File: config.mk
export PLATFORM = sky130hd
export DESIGN_NAME = swz_div
export DESIGN_NICKNAME = d
export VERILOG_FILES = /design/src/design/swz_pkg.sv /design/src/design/swz_div.sv
export SDC_FILE = /design/constraint.sdc
export NUM_CORES = 1
export LEC_CHECK = 0
export BUFFER_PORTS_ARGS = -buffer_cell sky130_fd_sc_hd__buf_2
export CAP_MARGIN = 15
export CORE_ASPECT_RATIO = 1.25
export CORE_MARGIN = 2
export CORE_UTILIZATION = 55
export CTS_BUF_LIST = sky130_fd_sc_hd__clkbuf_4
export DETAILED_ROUTE_END_ITERATION = 8
export PLACE_DENSITY = 0.81
export SLEW_MARGIN = 40
export SYNTH_ARGS = -nofsm -noshare
export SYNTH_HDL_FRONTEND = slang
export SYNTH_SLANG_ARGS = --single-unit
File: constraint.sdc
create_clock -name clk_i -period 4.2 [get_ports clk_i]
set_input_delay 0.84 -clock clk_i [delete_from_list [all_inputs] [get_ports clk_i]]
set_output_delay 0.84 -clock clk_i [all_outputs]
set_load 0.005 [all_outputs]
File: src/design/swz_pkg.sv
// Shared constants, register indexes, result codes and divider request type.
package swz_pkg;

  localparam int unsigned DATA_W = 32;
  localparam int unsigned CFG_W  = 16;
  localparam int unsigned IDX_W  = 8;
  localparam int unsigned DVS_W  = 40;
  localparam int unsigned NB_W   = 7;

  localparam logic [IDX_W-1:0] REG_THRESHOLD = 8'd0;
  localparam logic [IDX_W-1:0] REG_FLOOR     = 8'd1;

  localparam logic [CFG_W-1:0] THR_RESET   = 16'd300;
  localparam logic [CFG_W-1:0] FLOOR_RESET = 16'd0;

  localparam logic [1:0] ST_WARM    = 2'd0;
  localparam logic [1:0] ST_NORMAL  = 2'd1;
  localparam logic [1:0] ST_ANOMALY = 2'd2;

  localparam logic [DVS_W-1:0] Z_SCALE   = 40'd100;
  localparam logic [DVS_W-1:0] FLOOR_DIV = 40'd1000;

  typedef struct packed {
    logic            start;
    logic [NB_W-1:0] nbits;
  } div_req_t;

endpackage

File: src/design/swz_div.sv
// Restoring divider: one quotient bit per cycle, dividend left-aligned by the caller.
module swz_div #(
  parameter int unsigned DivW = 69
) (
  input  logic                      clk_i,
  input  logic                      rst_ni,
  input  swz_pkg::div_req_t         req_i,
  input  logic [DivW-1:0]           dividend_i,
  input  logic [swz_pkg::DVS_W-1:0] divisor_i,
  output logic                      busy_o,
  output logic                      done_o,
  output logic [DivW-1:0]           quotient_o
);
  import swz_pkg::*;

  logic              busy_q, done_q;
  logic [NB_W-1:0]   cnt_q;
  logic [DivW-1:0]   quo_q;
  logic [DVS_W-1:0]  rem_q, dvs_q;
  logic [DVS_W:0]    trial;
  logic [DVS_W:0]    diff;
  logic              take;

  assign trial = {rem_q, quo_q[DivW-1]};
  assign diff  = trial - {1'b0, dvs_q};
  assign take  = trial >= {1'b0, dvs_q};

  always_ff @(posedge clk_i or negedge rst_ni) begin
    if (!rst_ni) begin
      busy_q <= 1'b0;
      done_q <= 1'b0;
      cnt_q  <= '0;
    end else begin
      done_q <= 1'b0;
      if (req_i.start && !busy_q) begin
        busy_q <= 1'b1;
        cnt_q  <= req_i.nbits;
      end else if (busy_q) begin
        cnt_q <= cnt_q - 1'b1;
        if (cnt_q == NB_W'(1)) begin
          busy_q <= 1'b0;
          done_q <= 1'b1;
        end
      end
    end
  end

  always_ff @(posedge clk_i) begin
    if (req_i.start && !busy_q) begin
      quo_q <= dividend_i;
      rem_q <= '0;
      dvs_q <= divisor_i;
    end else if (busy_q) begin
      quo_q <= {quo_q[DivW-2:0], take};
      rem_q <= take ? diff[DVS_W-1:0] : trial[DVS_W-1:0];
    end
  end

  assign busy_o     = busy_q;
  assign done_o     = done_q;
  assign quotient_o = quo_q;

endmodule

## Word-level counts from Yosys, hierarchy flattened

Cells that the tools add are included.

- Bits in registers: 158
- Input bits: 119
- Output and inout port bits: 71
- Word-level logic and storage cells: 24

- Add/subtract/negate cells: 2
- Order comparisons: 1
- Equal/unequal tests: 1
- Muxes and demuxes: 11
- Reductions and logical operators: 3

Operators with widths:

| kind | number |
|---|---|
| two-way mux 69 bit | 2 |
| greater-or-equal comparator 41 x 40 -> 1 bit | 1 |
| two-way mux 40 bit | 1 |
| subtractor 40 bit | 1 |
| two-way mux 7 bit | 2 |
| == test 7 x 1 -> 1 bit, second input constant | 1 |
| subtractor 7 x 1 -> 7 bit, second input constant | 1 |
| two-way mux 1 bit | 6 |
| nonzero test 2 bit | 1 |
| logical AND 1 bit | 1 |
| zero test 1 bit | 1 |

## Longest topological paths before layout

- Depth in word-level cells: 4
- Depth in mapped cells: 15
- Depth with buffers taken out: 12

## Worst setup path after synthesis

OpenSTA, ideal clock, no wires.

- Path kind: input port to flip-flop
- From: input port req_i[7] (netlist bit)
- To: register quo_q[59] (netlist: quotient_o[59]), data pin
- Library setup time: 0.262 ns
- Arrival time: 3.232 ns
- Data required time: 3.938 ns
- Setup slack: 0.706 ns
- Cell stages on the path: 5
- Buffers on the path: 2
- Cell sequence: clkbuf_1 inv_1 nor2_1 clkbuf_1 mux2_2

- Longest elaborated chain between the ends: 2

RTL lines:

| what | RTL line | RTL |
|---|---|---|
| start: declaration | swz_div.sv:7 | `input swz_pkg::div_req_t req_i,` |
| logical AND 1 bit | swz_div.sv:49 | `if (req_i.start && !busy_q) begin` |
| two-way mux 69 bit | swz_div.sv:49 |  |
| end signal: assignment | swz_div.sv:50 | `quo_q <= dividend_i;` |
| end signal: assignment | swz_div.sv:54 | `quo_q <= {quo_q[DivW-2:0], take};` |
| end: declaration | swz_div.sv:18 | `logic [DivW-1:0] quo_q;` |

Every way passes these cells.
A chain may end at the register's enable or synchronous reset.

## Final worst setup path

- From: register dvs_q[1]
- To: register rem_q[2]

- Longest elaborated chain between the ends: 2
- Elaborated cells between the ends (all ways): 3
- Classes of those cells: add/sub (1); order compare (1); mux (1)

RTL lines:

| what | RTL line | RTL |
|---|---|---|
| start: declaration | swz_div.sv:19 | `logic [DVS_W-1:0] rem_q, dvs_q;` |
| start signal: assignment | swz_div.sv:52 | `dvs_q <= divisor_i;` |
| subtractor 40 bit / greater-or-equal comparator 41 x 40 -> 1 bit (equally long branches) | swz_div.sv:25, swz_div.sv:26 |  |
| two-way mux 40 bit * | swz_div.sv:55 | `rem_q <= take ? diff[DVS_W-1:0] : trial[DVS_W-1:0];` |
| end signal: assignment | swz_div.sv:55 |  |
| end: declaration | swz_div.sv:19 |  |

Mark *: on every way between the ends. The rest lies on a longest branch, timed or not.

==> results.json <==
{
  "clk_latency_ps": 570,
  "busiest_layer": "met2",
  "slowest_delay_ps": 430,
  "fin_util_pct": 66.1,
  "grt_pass1_wl_um": 31900,
  "syn_nets": 894,
  "dieArea_um2": 16500,
  "multi_input_area_um2": 3860,
  "crit_family": "compound AO/OA/AOI/OAI gates",
  "layoutNonFillerInstCount": 1137,
  "fp.dieW_um": 115,
  "hold_class": "in -> async",
  "port_buffers": 189,
  "drc": 0,
  "ios": 190,
  "cts_hold_buf": 0,
  "setup_viol": 0,
  "syn_inst": 732,
  "whs_ps": 107,
  "status": "finished, final reports clean",
  "drt_pass1_iterations": 5,
  "crit_type": "reg -> reg",
  "met1_usage_pct": 29.3,
  "yosysWarnings": 0,
  "clockBufferDepth": 2,
  "ys_ff_latch": 158,
  "layout-drive-gt1-share_pct": 34.7,
  "cp_cell_sequence": "inv_1 > ha_1 > nor2b_1 > o2111ai_1 > a2111oi_1 > or3_4 > o21ai_4 > o21ai_2 > a21o_1 > buf_4 > mux2_2 > a22o_1",
  "cts_buffers": 17,
  "ant_nets": 0,
  "grt_usage_pct": 25.1,
  "fin_worst_skew_ps": 23.9,
  "finalWeightedCongestion": 0.932,
  "nFillCells": 1222,
  "rsz0062_at_grt": "false",
  "tightest_slew_ps": 770,
  "clock-sinks": 158,
  "routed_wl_um": 19900,
  "htree_levels": 4,
  "worst_path_max_delay_cell": "a2111oi_1",
  "hold_violations": 0,
  "max_slew_margin_pct": 48.6,
  "seqCellArea_um2": 4300,
  "crit_fanout": 23,
  "area_growth_pct": 17.3,
  "yosys.area.top_type": "edfxtp_1",
  "cts_resized": 0,
  "cp.required_ps": 4660,
  "period_minus_slack_ps": 3330,
  "max_clock_freq_ghz": 0.300,
  "clkTransAtPathRegs_ps": 130,
  "synth_edf_count": 109,
  "maxCapViolCount": 0,
  "synth.distinct_cells": 61,
  "cts_setup_buffers": 0,
  "synthesis.area_um2": 8500,
  "avgSynthCellArea_um2": 11.6,
  "min_period_over_period_pct": 79.3,
  "placed_cells": 1104,
  "initial_core_util_pct": 56.4,
  "peakVddDrop_v": 0.000410,
  "row_count": 50,
  "cp_num_buf_inv": 2,
  "grt_pass1_vias": 6538,
  "core-area_um2": 15100,
  "nets": 1077,
  "cts_tree": "built",
  "hpwlAfterDp_um": 14500,
  "use_met2_pct": 42.5,
  "grtUsageMet3_pct": 8.23,
  "p_per_area_nw_per_um2": 741,
  "dieHeight_um": 143,
  "worstPathArrival_ps": 3790,
  "tns_ps": 0,
  "slew_viol_final": 0,
  "synth_top_area_share_pct": 38.5,
  "ys.flop_type": "edfxtp_1",
  "grt-ovfl-total": 0,
  "antenna_found_initial": 1,
  "grt_max_degree": 55,
  "worstSetupStartpointType": "flip-flop",
  "ys_top_cells_by_area": "edfxtp_1 39%, mux2_2 10%, dfxtp_1 9.4%, ha_1 6.2%, xor2_1 3.0%",
  "clock-root-buffer": "clkbuf_4",
  "vias_per_cell": 5.63,
  "num_vias": 6396,
  "p_leak_nw": 4.42,
  "ys_seq_area_share_pct": 50.6,
  "end_kind": "flip-flop",
  "wl_per_cell_um": 17.5,
  "drtIter0Drc": 390,
  "synth-async-reset-ratio_pct": 5.70
}
[cell usage in the layout (no fill, tap or decap), types with 9 or more instances in the layout]
master,synthesis,final
buf_4,1,9
nor2_1,21,20
a22o_1,10,10
o21ai_0,32,32
a21o_1,23,23
inv_1,51,50
xor2_1,29,29
dfxtp_1,40,40
a31oi_1,14,14
a21oi_1,42,42
a211oi_1,10,10
mux2i_1,22,22
buf_2,3,189
edfxtp_1,109,109
ha_1,42,42
nand3_1,10,10
xnor2_1,14,14
a32oi_1,14,14
clkbuf_4,0,20
nand2_1,47,47
mux2_2,76,76
[synthesized netlist by cell type, types with 14 or more instances]
master and instances:
dfxtp_1 40, clkbuf_1 28, edfxtp_1 109, nor2_1 21
mux2i_1 22, xnor2_1 14, nand2_1 47, a31oi_1 14
ha_1 42, inv_1 51, o21ai_0 32, mux2_2 76
a21o_1 23, xor2_1 29, a21oi_1 42, a32oi_1 14
[report_power, final]
part           leakage (nW)  switching (mW)  total (mW)  internal (mW)
Clock                 0.154           0.568        1.01          0.437
Sequential             1.51           0.426        2.84           2.42
Combinational          2.75            1.78        3.54           1.76
[layout make-up]
class                           instances  area share (%)
Sequential cell                       158            43.1
Multi-Input combinational cell        487            38.7
Timing Repair Buffer                  200            10.6
Tap cell                              208            2.61
Inverter                               51            1.92
Clock inverter                         12            1.59
Clock buffer                           20            1.51
Antenna cell                            1          0.0251
[final timing paths]
check                         startpoint         to  slack [ps]  depth (start not counted)
setup reg to reg                dvs_q[1]   rem_q[2]         870                         12
setup / recovery                dvs_q[1]   rem_q[2]         870                         12
max in group asynchronous         rst_ni     busy_o        3890                          1
hold reg to reg                rem_q[18]  rem_q[19]         480                          2
hold / removal                    rst_ni   cnt_q[4]         110                          1
min in group clk_i         divisor_i[37]  dvs_q[37]         440                          1
[state kept, by name, indices dropped and copies added (netlist names)]
register / flops
done_o: 1
cnt_q: 7
busy_o: 1
quotient_o: 69
dvs_q: 40
rem_q: 40
[layer usage]
layer / wire length, µm / part of all wire, %
met2: 9870 / 50
met5: 0 / 0
met1: 7960 / 40
met4: 512 / 2.6
met3: 1570 / 7.9
[kinds of logic (layout without fill, tap and decap cells)]
logic type      count (synthesis)  count (layout)  share of synthesized area [%]
flops                         158             158                           50.6
xor+xnor                       43              43                           4.43
mux                           101             101                           13.2
compound gates                177             177                           14.0
buf+inv                        87             283                           4.24
fa+ha+maj                      43              43                           6.42
other cells                     0               1                              0
simple gates                  123             123                           7.12
[metrics by stage]
step | setup WS [ps] | area (µm²) | power [mW]
2_1_floorplan | 706 | 8500 | 5.36
3_3_place_gp | 962 | 9650 | 6.28
3_5_place_dp | 881 | 9660 | 6.38
4_1_cts | 853 | 9970 | 7.41
5_1_grt | 599 | 9970 | 7.94
6_report | 870 | 9970 | 7.39
[worst reg2reg max path, stage by stage (launching register included)]
cell	delay, ps
edfxtp_1	400
inv_1	60
ha_1	280
nor2b_1	170
o2111ai_1	140
a2111oi_1	430
or3_4	230
o21ai_4	80
o21ai_2	240
a21o_1	280
buf_4	380
mux2_2	390
a22o_1	170
(Power assumes the default switching activity.)
